[src/rtl/core/lpsq_pkg.sv]
// ----------------------------------------------------------------------------
// lpsq_pkg
// Shared types and constants for the LED panel init and row sequencer.
// ----------------------------------------------------------------------------
package lpsq_pkg;

  localparam int ROW_BITS  = 5;
  localparam int NUM_WORDS = 5;
  localparam int WORD_W    = 16;
  localparam int CPB_W     = 4;
  localparam int KIND_W    = 3;
  localparam int CFG_IDX_W = 3;
  localparam int NUM_PINS  = 6;

  localparam logic [4:0] BURST_A      = 5'd3;
  localparam logic [4:0] BURST_B      = 5'd11;
  localparam logic [4:0] BURST_C      = 5'd14;
  localparam logic [4:0] TRAIL_CLOCKS = 5'd8;
  localparam logic [4:0] VSYNC_PULSES = 5'd3;
  localparam logic [4:0] SINGLE_PULSE = 5'd1;

  localparam logic [CPB_W-1:0] DEFAULT_CPB = 4'd5;

  localparam logic [WORD_W-1:0] WORD_ONE_RST   = 16'h00AA;
  localparam logic [WORD_W-1:0] WORD_TWO_RST   = 16'h01AA;
  localparam logic [WORD_W-1:0] WORD_THREE_RST = 16'h0000;
  localparam logic [WORD_W-1:0] WORD_FOUR_RST  = 16'hF003;
  localparam logic [WORD_W-1:0] WORD_FIVE_RST  = 16'h0055;

  // command kinds
  localparam logic [KIND_W-1:0] KIND_TICK   = 3'd0;
  localparam logic [KIND_W-1:0] KIND_INIT   = 3'd1;
  localparam logic [KIND_W-1:0] KIND_ROW    = 3'd2;
  localparam logic [KIND_W-1:0] KIND_VSYNC  = 3'd3;
  localparam logic [KIND_W-1:0] KIND_SINGLE = 3'd4;

  // register indexes
  localparam logic [CFG_IDX_W-1:0] CFG_WORD_ONE   = 3'd0;
  localparam logic [CFG_IDX_W-1:0] CFG_WORD_TWO   = 3'd1;
  localparam logic [CFG_IDX_W-1:0] CFG_WORD_THREE = 3'd2;
  localparam logic [CFG_IDX_W-1:0] CFG_WORD_FOUR  = 3'd3;
  localparam logic [CFG_IDX_W-1:0] CFG_WORD_FIVE  = 3'd4;
  localparam logic [CFG_IDX_W-1:0] CFG_CPB        = 3'd5;

  // bit positions in the pin vector
  localparam int PIN_LAT   = 0;
  localparam int PIN_DCLK  = 1;
  localparam int PIN_RGB   = 2;
  localparam int PIN_RDATA = 3;
  localparam int PIN_RCLK  = 4;
  localparam int PIN_RLAT  = 5;

  typedef enum logic [3:0] {
    PH_IDLE   = 4'd0,
    PH_LAT1   = 4'd1,
    PH_CLK1   = 4'd2,
    PH_LAT2   = 4'd3,
    PH_CLK2   = 4'd4,
    PH_LAT3   = 4'd5,
    PH_CLK3   = 4'd6,
    PH_WORDS  = 4'd7,
    PH_CLK4   = 4'd8,
    PH_RSHIFT = 4'd9,
    PH_RLATCH = 4'd10,
    PH_VLAT   = 4'd11
  } phase_t;

  typedef logic [WORD_W-1:0] word_arr_t [NUM_WORDS];

  typedef struct packed {
    phase_t                phase;
    logic [4:0]            pulses_left;
    logic [3:0]            bit_index;
    logic [3:0]            clock_index;
    logic [2:0]            word_index;
    logic [ROW_BITS-1:0]   row_shift;
    logic                  half_period;
    logic [NUM_PINS-1:0]   pins;
  } seq_state_t;

endpackage

[src/rtl/core/lpsq_step.sv]
// ----------------------------------------------------------------------------
// lpsq_step
// Next-state logic: applies one beat (command or tick) to the sequencer state.
// ----------------------------------------------------------------------------
module lpsq_step (
  input  lpsq_pkg::seq_state_t              st,
  input  logic [lpsq_pkg::KIND_W-1:0]       kind,
  input  logic [lpsq_pkg::ROW_BITS-1:0]     row_address,
  input  lpsq_pkg::word_arr_t               words,
  input  logic [lpsq_pkg::CPB_W-1:0]        cfg_cpb,
  output lpsq_pkg::seq_state_t              st_nxt,
  output logic                              accepted
);
  import lpsq_pkg::*;

  function automatic seq_state_t enter_ph(seq_state_t s_in, phase_t ph);
    seq_state_t s;
    s = s_in;
    s.phase = ph;
    s.half_period = 1'b0;
    unique case (ph) inside
      PH_LAT1: s.pulses_left = BURST_A;
      PH_LAT2: s.pulses_left = BURST_B;
      PH_LAT3: s.pulses_left = BURST_C;
      PH_CLK1, PH_CLK2, PH_CLK3, PH_CLK4: s.pulses_left = TRAIL_CLOCKS;
      PH_WORDS: begin
        s.word_index  = 3'd0;
        s.bit_index   = 4'd15;
        s.clock_index = 4'd0;
      end
      PH_RSHIFT: s.bit_index = 4'(ROW_BITS - 1);
      default: ;
    endcase
    return s;
  endfunction

  function automatic phase_t after_ph(phase_t ph);
    phase_t n;
    unique case (ph)
      PH_LAT1:   n = PH_CLK1;
      PH_CLK1:   n = PH_LAT2;
      PH_LAT2:   n = PH_CLK2;
      PH_CLK2:   n = PH_LAT3;
      PH_LAT3:   n = PH_CLK3;
      PH_CLK3:   n = PH_WORDS;
      PH_WORDS:  n = PH_CLK4;
      PH_RSHIFT: n = PH_RLATCH;
      default:   n = PH_IDLE;
    endcase
    return n;
  endfunction

  seq_state_t       s;
  logic [CPB_W-1:0] cpb;
  logic [CPB_W-1:0] ci;
  logic [4:0]       pl;
  logic [2:0]       wsel;
  logic [WORD_W-1:0] w;
  logic [7:0]       row_ext;

  assign cpb     = (cfg_cpb == '0) ? CPB_W'(1) : cfg_cpb;
  assign wsel    = (st.word_index < 3'(NUM_WORDS)) ? st.word_index : 3'd0;
  assign w       = words[wsel];
  assign row_ext = 8'(st.row_shift);

  always_comb begin
    s        = st;
    accepted = 1'b0;
    ci       = st.clock_index + 4'd1;
    pl       = st.pulses_left - ((st.pulses_left != 5'd0) ? 5'd1 : 5'd0);

    if (kind == KIND_TICK) begin
      unique case (st.phase) inside
        PH_LAT1, PH_LAT2, PH_LAT3, PH_VLAT,
        PH_CLK1, PH_CLK2, PH_CLK3, PH_CLK4: begin
          if (!st.half_period) begin
            if (st.phase == PH_LAT1 || st.phase == PH_LAT2 ||
                st.phase == PH_LAT3 || st.phase == PH_VLAT) begin
              s.pins[PIN_LAT] = 1'b1;
            end else begin
              s.pins[PIN_DCLK] = 1'b1;
            end
            s.half_period = 1'b1;
          end else begin
            if (st.phase == PH_LAT1 || st.phase == PH_LAT2 ||
                st.phase == PH_LAT3 || st.phase == PH_VLAT) begin
              s.pins[PIN_LAT] = 1'b0;
            end else begin
              s.pins[PIN_DCLK] = 1'b0;
            end
            s.half_period = 1'b0;
            s.pulses_left = pl;
            if (pl == 5'd0) begin
              s = enter_ph(s, after_ph(st.phase));
            end
          end
        end
        PH_WORDS: begin
          if (!st.half_period) begin
            s.pins[PIN_RGB]  = w[st.bit_index];
            s.pins[PIN_DCLK] = 1'b1;
            s.half_period    = 1'b1;
          end else begin
            s.pins[PIN_DCLK] = 1'b0;
            s.half_period    = 1'b0;
            s.clock_index    = ci;
            if (ci >= cpb) begin
              s.clock_index = 4'd0;
              if (st.bit_index == 4'd0) begin
                s.bit_index  = 4'd15;
                s.word_index = st.word_index + 3'd1;
                if (s.word_index >= 3'(NUM_WORDS)) begin
                  s = enter_ph(s, PH_CLK4);
                end
              end else begin
                s.bit_index = st.bit_index - 4'd1;
              end
            end
          end
        end
        PH_RSHIFT: begin
          if (!st.half_period) begin
            s.pins[PIN_RDATA] = row_ext[st.bit_index[2:0]];
            s.pins[PIN_RCLK]  = 1'b1;
            s.half_period     = 1'b1;
          end else begin
            s.pins[PIN_RCLK] = 1'b0;
            s.half_period    = 1'b0;
            if (st.bit_index == 4'd0) begin
              s = enter_ph(s, PH_RLATCH);
            end else begin
              s.bit_index = st.bit_index - 4'd1;
            end
          end
        end
        PH_RLATCH: begin
          if (!st.half_period) begin
            s.pins[PIN_RLAT] = 1'b1;
            s.half_period    = 1'b1;
          end else begin
            s.pins[PIN_RLAT] = 1'b0;
            s = enter_ph(s, PH_IDLE);
          end
        end
        default: s.phase = PH_IDLE;
      endcase
    end else if (st.phase == PH_IDLE) begin
      unique case (kind) inside
        KIND_INIT: begin
          accepted = 1'b1;
          s = enter_ph(s, PH_LAT1);
        end
        KIND_ROW: begin
          accepted    = 1'b1;
          s.row_shift = row_address;
          s = enter_ph(s, PH_RSHIFT);
        end
        KIND_VSYNC, KIND_SINGLE: begin
          accepted = 1'b1;
          s = enter_ph(s, PH_VLAT);
          s.pulses_left = (kind == KIND_VSYNC) ? VSYNC_PULSES : SINGLE_PULSE;
        end
        default: ;
      endcase
    end
  end

  assign st_nxt = s;

endmodule

[src/rtl/core/led_panel_init_and_row_sequencer_core.sv]
// ----------------------------------------------------------------------------
// led_panel_init_and_row_sequencer_core
// Tick-driven pin sequencer: driver init shift, row address latch, vsync.
// ----------------------------------------------------------------------------
// Each input beat is either a command (init, row latch, vsync, single latch)
// or a tick; a tick advances the running sequence by one half-period. Every
// beat produces one result beat with all six pin levels, busy and accepted.
// One beat is taken per clock: the sequence state updates in the cycle the
// beat is accepted and the result sits in the output register, so a new beat
// is accepted whenever that register is empty or being drained. Commands that
// arrive while busy are dropped with accepted low. Configuration words and
// clocks-per-bit are written through cfg_* and take effect immediately.
module led_panel_init_and_row_sequencer_core (
  input  logic                                clk,
  input  logic                                rst_n,
  input  logic                                cfg_we,
  input  logic [lpsq_pkg::CFG_IDX_W-1:0]      cfg_index,
  input  logic [lpsq_pkg::WORD_W-1:0]         cfg_wdata,
  input  logic                                in_valid,
  output logic                                in_ready,
  input  logic [lpsq_pkg::KIND_W-1:0]         in_kind,
  input  logic [lpsq_pkg::ROW_BITS-1:0]       in_row_address,
  output logic                                out_valid,
  input  logic                                out_ready,
  output logic                                out_lat_pin,
  output logic                                out_dclk_pin,
  output logic                                out_rgb_data_pin,
  output logic                                out_row_data_pin,
  output logic                                out_row_clk_pin,
  output logic                                out_row_lat_pin,
  output logic                                out_busy_res,
  output logic                                out_accepted
);
  import lpsq_pkg::*;

  word_arr_t        words_r;
  logic [CPB_W-1:0] cpb_r;
  seq_state_t       state_r;
  seq_state_t       state_nxt;
  logic             acc_nxt;
  logic             acc_r;
  logic             out_valid_r;
  logic             in_fire;

  assign in_ready = !out_valid_r || out_ready;
  assign in_fire  = in_valid && in_ready;

  lpsq_step u_step (
    .st          (state_r),
    .kind        (in_kind),
    .row_address (in_row_address),
    .words       (words_r),
    .cfg_cpb     (cpb_r),
    .st_nxt      (state_nxt),
    .accepted    (acc_nxt)
  );

  always_ff @(posedge clk) begin
    if (!rst_n) begin
      words_r[0] <= WORD_ONE_RST;
      words_r[1] <= WORD_TWO_RST;
      words_r[2] <= WORD_THREE_RST;
      words_r[3] <= WORD_FOUR_RST;
      words_r[4] <= WORD_FIVE_RST;
      cpb_r      <= DEFAULT_CPB;
    end else if (cfg_we) begin
      unique case (cfg_index)
        CFG_WORD_ONE:   words_r[0] <= cfg_wdata;
        CFG_WORD_TWO:   words_r[1] <= cfg_wdata;
        CFG_WORD_THREE: words_r[2] <= cfg_wdata;
        CFG_WORD_FOUR:  words_r[3] <= cfg_wdata;
        CFG_WORD_FIVE:  words_r[4] <= cfg_wdata;
        CFG_CPB:        cpb_r      <= cfg_wdata[CPB_W-1:0];
        default: ;
      endcase
    end
  end

  always_ff @(posedge clk) begin
    if (!rst_n) begin
      state_r     <= '{phase: PH_IDLE, default: '0};
      acc_r       <= 1'b0;
      out_valid_r <= 1'b0;
    end else if (in_fire) begin
      state_r     <= state_nxt;
      acc_r       <= acc_nxt;
      out_valid_r <= 1'b1;
    end else if (out_ready) begin
      out_valid_r <= 1'b0;
    end
  end

  assign out_valid        = out_valid_r;
  assign out_lat_pin      = state_r.pins[PIN_LAT];
  assign out_dclk_pin     = state_r.pins[PIN_DCLK];
  assign out_rgb_data_pin = state_r.pins[PIN_RGB];
  assign out_row_data_pin = state_r.pins[PIN_RDATA];
  assign out_row_clk_pin  = state_r.pins[PIN_RCLK];
  assign out_row_lat_pin  = state_r.pins[PIN_RLAT];
  assign out_busy_res     = (state_r.phase != PH_IDLE);
  assign out_accepted     = acc_r;

  a_acc_busy: assert property (@(posedge clk) disable iff (!rst_n)
    out_valid_r && acc_r |-> out_busy_res)
    else $error("accepted command without busy");

  a_cmd_starts: assert property (@(posedge clk) disable iff (!rst_n)
    in_fire && state_r.phase == PH_IDLE &&
    (in_kind == KIND_INIT || in_kind == KIND_ROW ||
     in_kind == KIND_VSYNC || in_kind == KIND_SINGLE)
    |=> state_r.phase != PH_IDLE && acc_r)
    else $error("command from idle did not start a sequence");

  a_idle_half: assert property (@(posedge clk) disable iff (!rst_n)
    state_r.phase == PH_IDLE |-> !state_r.half_period)
    else $error("idle with half period set");

  a_idle_tick: assert property (@(posedge clk) disable iff (!rst_n)
    in_fire && state_r.phase == PH_IDLE && in_kind == KIND_TICK
    |=> $stable(state_r.pins) && !acc_r)
    else $error("idle tick changed pins");

  a_word_range: assert property (@(posedge clk) disable iff (!rst_n)
    state_r.word_index <= 3'(NUM_WORDS))
    else $error("word index out of range");

endmodule

[config.mk]
export PLATFORM = sky130hd
export DESIGN_NAME = led_panel_init_and_row_sequencer_core
export DESIGN_NICKNAME = d
export VERILOG_FILES = /design/src/rtl/core/lpsq_pkg.sv /design/src/rtl/core/lpsq_step.sv /design/src/rtl/core/led_panel_init_and_row_sequencer_core.sv
export SDC_FILE = /design/constraint.sdc
export NUM_CORES = 1
export LEC_CHECK = 0
export BUFFER_PORTS_ARGS = -buffer_cell sky130_fd_sc_hd__buf_2
export CAP_MARGIN = 20
export CORE_AREA = 2 2 121 182
export CTS_CLUSTER_SIZE = 14
export DETAILED_ROUTE_END_ITERATION = 7
export DIE_AREA = 0 0 123 184
export GPL_TIMING_DRIVEN = 1
export SYNTH_ARGS = -nofsm -noshare
export SYNTH_HDL_FRONTEND = slang
export SYNTH_SLANG_ARGS = --single-unit
[constraint.sdc]
create_clock -name clk -period 3.1 [get_ports clk]
set_input_delay 0.31 -clock clk [delete_from_list [all_inputs] [get_ports clk]]
set_output_delay 0.31 -clock clk [all_outputs]
set_load 0.03 [all_outputs]
Word level (Yosys, flattened, before mapping)

Memory sizes are Yosys's and may differ from the RTL's. A register that Yosys moved wholly into a read port is not among the register bits.
Cells that the tools add are included.

Register bits after elaboration: 118
Memories kept: 1
Bits of input ports: 32
Memory bits (read-only): 64
Word-level logic and storage cells: 196
Output and inout bits: 10

Multiplexer cells: 56
Eq/ne operators: 55
Bitwise operators: 9
Add/sub/neg operators: 4
Reduce and logical (&&, ||, !) cells: 44
Order comparisons: 6

Memories:

| name             | depth | bits a word | rd ports | clocked after memory_dff | wr ports | RTL line        | RTL |
|---|---|---|---|---|---|---|---|
| (name not given) | 16    | 4           | 1        | 1                        | 0        | lpsq_step.sv:39 | `unique case (ph)` |

Operators with widths:

| operator                                                        | number |
|---|---|
| 32-bit 2-to-1 mux                                               | 5 |
| 28-bit one-hot mux with 4 select lines                          | 1 |
| 25-bit 2-to-1 mux                                               | 4 |
| 32-bit one-hot mux with 3 select lines                          | 1 |
| 16-bit binary-select mux with 3-bit select                      | 1 |
| 4-bit 2-to-1 mux                                                | 10 |
| 3-bit != test, second input constant                            | 12 |
| 4-bit by 3-bit == test with 1-bit output, second input constant | 8 |
| 16-bit 2-to-1 mux                                               | 2 |
| 4-bit == test, second input constant                            | 6 |
| 12-bit AND reduction                                            | 2 |
| 6-bit AND reduction                                             | 4 |
| 7-bit AND reduction                                             | 3 |
| 5-bit one-hot mux with 4 select lines                           | 1 |
| 19-bit 2-to-1 mux                                               | 1 |
| 9-bit 2-to-1 mux                                                | 2 |
| 4-bit by 2-bit == test with 1-bit output, second input constant | 4 |
| 1-bit 2-to-1 mux                                                | 16 |
| 4-bit one-hot mux with 4 select lines                           | 1 |
| 14-bit AND reduction                                            | 1 |
| 3-bit by 2-bit == test with 1-bit output, second input constant | 4 |
| 4-bit logical NOT                                               | 3 |
| 2-bit != test, second input constant                            | 6 |
| 2-bit AND reduction                                             | 6 |
| 39 further kinds                                                | 70 |

Logic depth before layout (Yosys ltp)

Gate-level depths: netlist (run 1).

Depth in word-level cells: 17
Depth in mapped cells: 15
Depth with buffers taken out: 14

Hierarchy

From an unflattened synthesis (run 1), not the netlist that was laid out.

Cells, all modules: 886
Area total of the unflattened synthesis: 7,089.3 µm²

Modules (own cells, without submodules):

| module                                | cells each | seq. area each (µm²) | times used | area an instance (µm²) |
|---|---|---|---|---|
| led_panel_init_and_row_sequencer_core | 450        | 2,362.3              | 1          | 4,229.1 |
| lpsq_step                             | 436        | 0.0                  | 1          | 2,860.2 |

Least setup slack after synthesis (run 1)

OpenSTA, ideal clock, no wires.

Kind: register to register
Start point: register state_r[19] (netlist name)
End point: register (tool-made name)
Stages on the path, launching flop included: 15
Slack: -213 ps
Data arrival time: 3,166 ps
Path buffers: 2
Setup time: 146 ps
Required time: 2,954 ps
Clock period less this slack: 3,313 ps
Path through: dfxtp_1 > clkbuf_1 > clkbuf_1 > inv_1 > ha_1 > and4bb_2 > o22a_1 > o31ai_1 > a31oi_2 > o2111a_1 > nor3_1 > inv_1 > ha_1 > nor3_1 > a211oi_1

RTL lines:

| what                     | RTL line                                    | RTL |
|---|---|---|
| start: declaration       | led_panel_init_and_row_sequencer_core.sv:38 | `seq_state_t state_r;` |
| start signal: assignment | led_panel_init_and_row_sequencer_core.sv:85 | `state_r <= state_nxt;` |

Worst setup path in the final report (run 1)

Start point: register state_r[26] (netlist name)
End point: register state_r[17] (netlist name)

Cells in the longest elaborated chain, start to end: 6

RTL lines:

| what                                                   | RTL line        | RTL |
|---|---|---|
| 5-bit nonzero test                                     | lpsq_step.sv:70 | `pl = st.pulses_left - ((st.pulses_left != 5'd0) ? 5'd1 : 5'd0);` |
| 1-bit 2-to-1 mux                                       | lpsq_step.sv:70 |  |
| 5-bit subtractor (*)                                   | lpsq_step.sv:70 |  |
| 5-bit logical NOT (*)                                  | lpsq_step.sv:93 | `if (pl == 5'd0) begin` |
| 2-bit by 1-bit != test with 1-bit output (no line) (*) | --              |  |
| 9-bit AND reduction (no line) (*)                      | --              |  |

Every way passes the cells marked *; elsewhere a longest branch is shown, timed or not.
A chain may end at the register's enable or synchronous reset.

==> results.yml, run 1 <==
outcome:
  outcome: "finished, final reports clean"
synthesis:
  ys_seq_elements: 122
  syn_area_per_cell_um2: 7.99
  netlist_instances: 779
  synth_edf_count: 0
  synth_top_area_share_pct: 39.2
  synth_flop_cell: "dfxtp_1"
  yosys.cell_types.count: 69
  synth-async-reset-ratio_pct: 0
  yosysWarnings: 0
  synthesis.nets: 825
  synth_area_mm2: 0.00623
  synth_area_leaders: "dfxtp_1 (39%), nand2_1 (12%), a21oi_1 (7.5%)"
  synth.yosys.seq_area_share_pct: 39.2
  yosysTopAreaCell: "dfxtp_1"
timing:
  tightest_slew_ns: 1.01
  period_share_pct: 94.4
  max_freq_mhz: 342
  drv_slew: 0
  setup_viol: 0
  clock_skew_ns: 0.0111
  max-slew-margin-rel_pct: 32.8
  fin_tns_setup_ns: 0
  fin_ws_ns: 0.174
  finalHoldViolations: 0
  post-route-min-period_ns: 2.93
route:
  vias_per_cell: 5.12
  wl_per_cell_um: 16.0
  routed_wl_um: 17600
  drtAntennaViolNets: 0
  dr.pass1.iters: 5
  drt_iter0_drc: 329
  vias: 5630
  drc: 0
die:
  die_w_um: 123
  coreArea_mm2: 0.0210
  die_y_um: 184
  io_pins: 42
  initial_core_util_pct: 29.7
  die_area_mm2: 0.0226
  fp-row-count: 65
clock_network:
  numCtsBuffers: 17
  clockRootBuffer: "clkbuf_16"
  clock_sink_count: 122
  post_cts_buffers: 0
  clockBufferDepth: 2
  clk_latency_ns: 0.42
  cts_max_level: 4
  clk_pin_slew_worst_paths_ns: 0.06
  cts_tree: "done"
global_route:
  track_usage_pct: 16.1
  grt_max_degree: 91
  grt_pass1_vias: 5579
  grt_pass1_wl_um: 28600
  antenna_found_initial: 0
  overflow: 0
hold_path:
  hold_path.class: "in -> reg"
  hold_path_depth: 3
power:
  p_sw_share_pct: 22.7
  clkPwrFrac_pct: 52.4
  vdd_drop_max_mv: 0.289
  pwr_density_cell_mw_per_mm2: 574
  power_frac_comb_pct: 9.5
  p_sw_mw: 0.977
  p_leak_nw: 2.80
  sequentialPowerShare_pct: 38.2
  power_mw: 4.30
  intPower_mw: 3.32
worst_setup_path:
  worst-setup-path-type: "reg -> reg"
  reg2reg_depth: 14
  required_ns: 3.44
  worstPathArrival_ns: 3.27
  critPathMaxFanout: 7
  end_kind: "flop"
  critPathLaunchType: "flop"
finish:
  fin_area_mm2: 0.00750
  diodes: 0
  final_common_cell: "nand2_1"
  synthToLayoutAreaGrowth_pct: 20.5
  nets: 865
  drive_gt1_share_pct: 17.1
  stdcell_count: 1100
  final_cell_mix: "nand2_1 (202), dfxtp_1 (122), a21oi_1 (93)"
flow_run:
  cap_violations: 0
placed_design:
  port_buffers: 41
  dp_worst_setup_slack_ns: 0.0332
  dp_hpwl_um: 12300
  dpl-instance-area_mm2: 0.00679
  placed_cells: 1068
  routabilityCongestion: 0.904
area by class of cell:
| type | instances | area (um^2) |
|---|---|---|
| Inverter | 27 | 101 |
| Fill cell | 2187 | 13500 |
| Tap cell | 268 | 335 |
| Sequential cell | 122 | 2440 |
| Clock buffer | 26 | 519 |
| Timing Repair Buffer | 69 | 415 |
| Clock inverter | 6 | 155 |
| Multi-Input combinational cell | 582 | 3530 |
synthesized netlist by cell type (all sizes together) (14+ instances only):
cell type,number
clkbuf,41
nand2,203
inv,26
mux4,18
nor2,40
dfxtp,122
mux2i,22
o21ai,24
nand3,38
a21oi,93
ha,14
per-stage QoR:
step,utilization (%),hold WS [ns]
4_1_cts,35.6,0.119
3_3_place_gp,32.3,0.438
5_1_grt,35.7,0.147
2_1_floorplan,-,0.433
6_report,35.7,0.135
3_5_place_dp,32.3,0.443
worst paths after layout:
path / to / slack [ns] / from
setup / recovery: state_r[17] / 0.17 / state_r[26]
hold / removal: state_r[7] / 0.14 / in_row_address[0]
setup reg to reg: state_r[17] / 0.17 / state_r[26]
hold reg to reg: words_r[78] / 0.45 / words_r[78]
flip-flops by register name, summed over array words and instances (netlist names), named ones only:
name	cells
out_rgb_data_pin	1
out_row_data_pin	1
out_lat_pin	1
out_accepted	1
state_r	26
out_row_lat_pin	1
words_r	80
out_valid	1
cpb_r	4
out_dclk_pin	1
out_row_clk_pin	1
per-layer routing:
layer  up-vias  part of all wire (%)  global-route usage (%)
li1       2791                     -                       -
met4         0                   3.2                    6.95
met2       120                    53                    29.0
met1      2677                    41                    18.1
met5         -                     0                       0
met3        42                   3.1                    2.92
worst max-delay path, cell delays in order, from the launching register on:
cell	delay, ns
dfxtp_1	0.34
nor2_2	0.13
nand3_1	0.10
ha_1	0.20
ha_1	0.21
xor2_1	0.14
nor3_1	0.19
buf_4	0.18
nand4bb_1	0.13
buf_4	0.19
o21ai_1	0.19
buf_4	0.16
nand2_1	0.13
or4_1	0.42
a21oi_1	0.14
power by group through the flow:
stage	Combinational, mW	Clock (mW)	Sequential [mW]
after detailed placement	0.396	0	1.67
final	0.408	2.25	1.64
after global routing	0.447	2.35	1.65
after global placement	0.394	0	1.67
after floorplan	0.253	0	1.67
after CTS	0.398	2.28	1.64
kinds of logic after synthesis:
| kind of cell | after synthesis | share of synthesized area [%] |
|---|---|---|
| simple gates | 347 | 25.0 |
| compound gates | 170 | 16.4 |
| flops | 122 | 39.2 |
| buf+inv | 75 | 4.80 |
| mux | 43 | 10.6 |
| fa+ha+maj | 15 | 2.97 |
| xor+xnor | 7 | 0.985 |
timing repair:
item | CTS | global route
gates resized for setup | 0 | 11
hold buffers | 0 | 0
endpoints found under the setup margin | 0 | 11
Power figures use the tool's default switching activity.
==> inputs of run 2 (changes only) <==
--- a/config.mk
+++ b/config.mk
@@ -7,11 +7,12 @@
 export LEC_CHECK = 0
 export BUFFER_PORTS_ARGS = -buffer_cell sky130_fd_sc_hd__buf_2
 export CAP_MARGIN = 20
-export CORE_AREA = 2 2 121 182
+export CORE_AREA = 2 2 129 194
 export CTS_CLUSTER_SIZE = 14
 export DETAILED_ROUTE_END_ITERATION = 7
-export DIE_AREA = 0 0 123 184
+export DIE_AREA = 0 0 131 196
 export GPL_TIMING_DRIVEN = 1
 export SYNTH_ARGS = -nofsm -noshare
 export SYNTH_HDL_FRONTEND = slang
+export SYNTH_HIERARCHICAL = 1
 export SYNTH_SLANG_ARGS = --single-unit
==> results.yml, run 2 <==
outcome:
  outcome: "finished, final reports clean"
die:
  io_pins: 42
  die_area_mm2: 0.0257
  coreArea_mm2: 0.0241
  die_y_um: 196
  initial_core_util_pct: 29.4
  die_w_um: 131
  fp-row-count: 70
worst_setup_path:
  critPathLaunchType: "flop"
  max_stage_delay_ns: 0.60
  required_ns: 3.38
  critPathMaxFanout: 12
  worst-setup-path-type: "reg -> reg"
  cp_cell_sequence: "ha_1 -> or4b_4 -> a211oi_4 -> nand3_2 -> a21boi_1 -> o21bai_1 -> mux2_4 -> nand2_1 -> mux2i_1"
  worstPathArrival_ns: 3.07
  end_kind: "flop"
  crit_slowest_cell: "or4b_4"
power:
  p_sw_share_pct: 27.4
  power_frac_comb_pct: 12.8
  p_leak_nw: 3.12
  p_sw_mw: 1.11
  sequentialPowerShare_pct: 39.1
  vdd_drop_max_mv: 0.274
  clkPwrFrac_pct: 48.1
  power_mw: 4.05
  pwr_density_cell_mw_per_mm2: 489
  intPower_mw: 2.94
route:
  drtAntennaViolNets: 0
  met1Wirelength_um: 8600
  route.met3.wl_um: 827
  dr.pass1.iters: 5
  wl_per_cell_um: 17.2
  drt_iter0_drc: 477
  dr.max_layer_used: "met4"
  drc: 0
  vias_per_cell: 5.36
  vias: 6697
  routed_wl_um: 21500
  wl_met2_um: 11100
synthesis:
  syn_area_per_cell_um2: 8.00
  synth.yosys.seq_area_share_pct: 33.3
  synth_area_mm2: 0.00709
  synth-async-reset-ratio_pct: 0
  synth_edf_count: 0
  synth_flop_cell: "dfxtp_1"
  synth_area_leaders: "dfxtp_1 (33%), mux2i_1 (9.9%), nand2_1 (7.2%)"
  ys_seq_elements: 118
  synth_common_cells: "nand2_1 (136), dfxtp_1 (118), nand3_1 (78), o21ai_0 (78), mux2i_1 (70)"
  synth_top_area_share_pct: 33.3
  synthesis.nets: 934
  yosysTopAreaCell: "dfxtp_1"
  netlist_instances: 886
  yosys.cell_types.count: 81
  yosysMostFrequentCell: "nand2_1"
  yosysWarnings: 6
finish:
  seqCellArea_mm2: 0.00236
  synthToLayoutAreaGrowth_pct: 16.7
  multiInputGateArea_mm2: 0.00428
  diodes: 0
  nets: 961
  largest_reg_flops: 80
  reg.largest.list: "words_r (80), state_r (26), cpb_r (4)"
  final_common_cell: "nand2_1"
  top_register: "words_r"
  final_cell_mix: "nand2_1 (136), dfxtp_1 (118), nand3_1 (78), o21ai_0 (78), mux2i_1 (70)"
  fill_cells: 2549
  drive_gt1_share_pct: 16.1
timing:
  post-route-min-period_ns: 2.79
  rsz0062_at_grt: "no"
  finalHoldViolations: 0
  period_share_pct: 89.9
  tightest_slew_ns: 0.841
  drv_slew: 0
  clock_skew_ns: 0.0103
  fin_ws_ns: 0.314
  setup_viol: 0
  max_freq_mhz: 359
  max-slew-margin-rel_pct: 43.7
  fin_tns_setup_ns: 0
global_route:
  grt_pass1_vias: 6388
  track_usage_pct: 16.9
  grt_pass1_wl_um: 34100
  grt_max_degree: 63
  overflow: 0
  antenna_found_initial: 0
flow_run:
  cap_violations: 0
clock_network:
  clockRootBuffer: "clkbuf_16"
  clockBufferDepth: 2
  clk_latency_ns: 0.42
  clk_pin_slew_worst_paths_ns: 0.06
  cts_tree: "done"
  cts_max_level: 4
  numCtsBuffers: 17
  cts_hold_buf: 0
  post_cts_buffers: 0
  cts-resized-gates: 0
  clock_sink_count: 118
placed_design:
  port_buffers: 41
  dp_hpwl_um: 15500
  routabilityCongestion: 0.944
  dp_worst_setup_slack_ns: 0.368
hold_path:
  hold_path.class: "in -> reg"
-- run 2: cell types whose count changed after synthesis, moves of 6 or more --
| cell | before | now |
|---|---|---|
| buf_1 | 0 | 9 |
| a21oi_1 | 93 | 29 |
| o21ai_2 | 0 | 6 |
| nand3_1 | 38 | 78 |
| o21ai_0 | 24 | 78 |
| o21ai_1 | 0 | 11 |
| buf_2 | 5 | 25 |
| a31oi_1 | 2 | 10 |
| nor2_1 | 39 | 30 |
| mux4_2 | 18 | 2 |
| nand2_1 | 203 | 136 |
| o221ai_1 | 0 | 6 |
| mux2i_1 | 22 | 70 |
-- run 2: cells by family (layout without fill, tap and decap cells) --
family | Yosys count | in the layout | synth area share, %
AND/OR/NAND/NOR | 322 | 322 | 21.8
buffers and inverters | 100 | 140 | 6.32
multiplexers | 81 | 81 | 12.0
flip-flops | 118 | 118 | 33.3
XOR/XNOR | 5 | 5 | 0.724
adder cells (fa/ha/maj) | 16 | 16 | 2.82
AO/OA/AOI/OAI | 244 | 244 | 23.0
-- run 2: cell type report --
| type | count | area share (%) |
|---|---|---|
| Multi-Input combinational cell | 668 | 51.7 |
| Sequential cell | 118 | 28.6 |
| Timing Repair Buffer | 84 | 6.56 |
| Clock buffer | 18 | 5.31 |
| Tap cell | 324 | 4.90 |
| Clock inverter | 14 | 1.83 |
| Inverter | 24 | 1.09 |
-- run 2: per-stage QoR --
step | cells | hold slack, ns | util (%) | instance area [um^2]
3_3_place_gp | 1218 | 0.445 | 31.9 | 7680
5_1_grt | 1250 | 0.113 | 34.3 | 8270
4_1_cts | 1250 | 0.105 | 34.3 | 8270
6_report | 1250 | 0.118 | 34.3 | 8270
2_1_floorplan | 886 | 0.434 | - | 7090
3_5_place_dp | 1218 | 0.457 | 31.9 | 7680
-- run 2: layer usage --
metal  vias up  track usage, %
li1       3299               -
met1      3161            18.9
met2       179            29.9
met3        58            3.00
met4         0            9.18
met5         -               0
-- run 2: final timing paths --
path                              startpoint      endpoint  slack (ns)  cells past startpoint
worst max-delay path             state_r[28]   state_r[15]        0.31                      9
worst min-delay path            cfg_wdata[8]   words_r[56]        0.12                      3
worst min register to register  out_accepted  out_accepted        0.47                      2
worst max register to register   state_r[28]   state_r[15]        0.31                      9
-- run 2: power by group through the flow --
stage          clock [mW]  combinational, mW  sequential, mW
2_1_floorplan           0              0.356            1.61
3_3_place_gp            0              0.509            1.61
3_5_place_dp            0              0.510            1.62
4_1_cts              1.99              0.512            1.58
5_1_grt              2.06              0.566            1.59
6_report             1.95              0.518            1.58
-- run 2: worst max-delay path, delay by kind of cell, from the launching register on --
family / cells / cell delay (ns)
adders and majority gates: 1 / 0.41
muxes: 2 / 0.34
DFF: 1 / 0.42
AOI/OAI and AO/OA: 3 / 0.68
and+or+nand+nor: 3 / 0.80
==> inputs of run 3 (changes only) <==
--- a/config.mk
+++ b/config.mk
@@ -7,10 +7,10 @@
 export LEC_CHECK = 0
 export BUFFER_PORTS_ARGS = -buffer_cell sky130_fd_sc_hd__buf_2
 export CAP_MARGIN = 20
-export CORE_AREA = 2 2 129 194
+export CORE_AREA = 2 2 112 223
 export CTS_CLUSTER_SIZE = 14
 export DETAILED_ROUTE_END_ITERATION = 7
-export DIE_AREA = 0 0 131 196
+export DIE_AREA = 0 0 114 225
 export GPL_TIMING_DRIVEN = 1
 export SYNTH_ARGS = -nofsm -noshare
 export SYNTH_HDL_FRONTEND = slang
==> results.yml, run 3 (synthesis results as in run 2) <==
clock_network:
  clk_pin_slew_worst_paths_ns: 0.06
  clock_sink_count: 118
  cts_tree: "done"
  post_cts_buffers: 0
  clk_latency_ns: 0.43
  cts_hold_buf: 0
  clockBufferDepth: 2
  cts-resized-gates: 0
  numCtsBuffers: 17
  clockRootBuffer: "clkbuf_16"
  cts_max_level: 4
finish:
  synthToLayoutAreaGrowth_pct: 16.3
  reg.largest.list: "words_r (80), state_r (26), cpb_r (4)"
  drive_gt1_share_pct: 16.1
  final_cell_mix: "nand2_1 (136), dfxtp_1 (118), nand3_1 (78), o21ai_0 (78), mux2i_1 (70)"
  largest_reg_flops: 80
  stdcell_count: 1216
  final_common_cell: "nand2_1"
  seqCellArea_mm2: 0.00236
  nets: 964
  top_register: "words_r"
  diodes: 0
  fill_cells: 2527
  multiInputGateArea_mm2: 0.00428
die:
  io_pins: 42
  fp-row-count: 80
  die_area_mm2: 0.0257
  coreArea_mm2: 0.0238
  die_w_um: 114
  initial_core_util_pct: 29.8
  die_y_um: 225
worst_setup_path:
  worstPathArrival_ns: 3.13
  required_ns: 3.39
  rrSetupSlack_ns: 0.26
  critPathLaunchType: "flop"
  worst-setup-path-type: "reg -> reg"
  critPathMaxFanout: 12
  end_kind: "flop"
route:
  drt_iter0_drc: 307
  vias_per_cell: 5.53
  vias: 6726
  routed_wl_um: 22500
  dr.pass1.iters: 5
  wl_per_cell_um: 18.5
  drc: 0
  drtAntennaViolNets: 0
global_route:
  overflow: 0
  grt_pass1_vias: 6695
  track_usage_pct: 18.0
  grt_max_degree: 58
  antenna_found_initial: 0
  grt_pass1_wl_um: 35600
timing:
  max-slew-margin-rel_pct: 45.8
  finalHoldViolations: 0
  setup_viol: 0
  max_freq_mhz: 353
  clock_skew_ns: 0.00567
  period_share_pct: 91.5
  post-route-min-period_ns: 2.84
  fin_tns_setup_ns: 0
  rsz0062_at_grt: "no"
  tightest_slew_ns: 0.813
  drv_slew: 0
hold_path:
  hold_path.class: "in -> reg"
power:
  pwr_density_cell_mw_per_mm2: 489
  p_leak_nw: 3.13
  vdd_drop_max_mv: 0.268
placed_design:
  routabilityCongestion: 0.960
  placed_cells: 1184
  dp_hpwl_um: 16800
  port_buffers: 41
flow_run:
  cap_violations: 0
outcome:
  outcome: "finished, final reports clean"
-- run 3: where the power goes --
part	switching, mW	total (mW)	internal, mW
Sequential	0.0336	1.59	1.55
Clock	0.720	1.92	1.20
Combinational	0.340	0.524	0.184
Total	1.09	4.03	2.94
-- run 3: worst paths after layout --
check             cells past startpoint          start           end
hold reg to reg                       2   out_accepted  out_accepted
setup / recovery                      9    state_r[28]   state_r[20]
setup reg to reg                      9    state_r[28]   state_r[20]
hold / removal                        3  cfg_wdata[12]   words_r[28]
-- run 3: final cells by class --
| type | count | area share [%] |
|---|---|---|
| multi-input combinational | 668 | 51.9 |
| sequential | 118 | 28.6 |
| timing repair buffer | 87 | 7.01 |
| clock buffer | 20 | 5.42 |
| tap | 287 | 4.36 |
| clock inverter | 12 | 1.56 |
| inverter | 24 | 1.09 |
-- run 3: routing by layer --
layer | vias to the layer above | GRT usage [%] | share of wire [%]
met5 | - | 0 | 0
met3 | 93 | 3.25 | 3.1
met2 | 207 | 34.0 | 54
li1 | 3291 | - | -
met1 | 3135 | 16.6 | 35
met4 | 0 | 13.8 | 7.6
-- run 3: critical path: stages, from the launching register on --
cell and delay, ns:
dfxtp_1 0.58, ha_1 0.50, nand3b_1 0.32, nor3_1 0.32
a31oi_1 0.14, nor4_1 0.40, a211o_1 0.19, o221ai_1 0.10
nand2_1 0.09, mux2i_1 0.07
-- run 3: through the flow --
step / cell area, um^2 / total power [mW] / worst slack [ns] / hold WS (ns) / utilization [%]
floorplan: 7090 / 1.96 / 0.608 / 0.434 / -
finish: 8250 / 4.03 / 0.265 / 0.103 / 34.6
global placement: 7670 / 2.13 / 0.367 / 0.450 / 32.2
detailed placement: 7670 / 2.14 / 0.334 / 0.460 / 32.2
CTS: 8250 / 4.07 / 0.324 / 0.0809 / 34.6
global route: 8250 / 4.18 / 0.0695 / 0.107 / 34.6
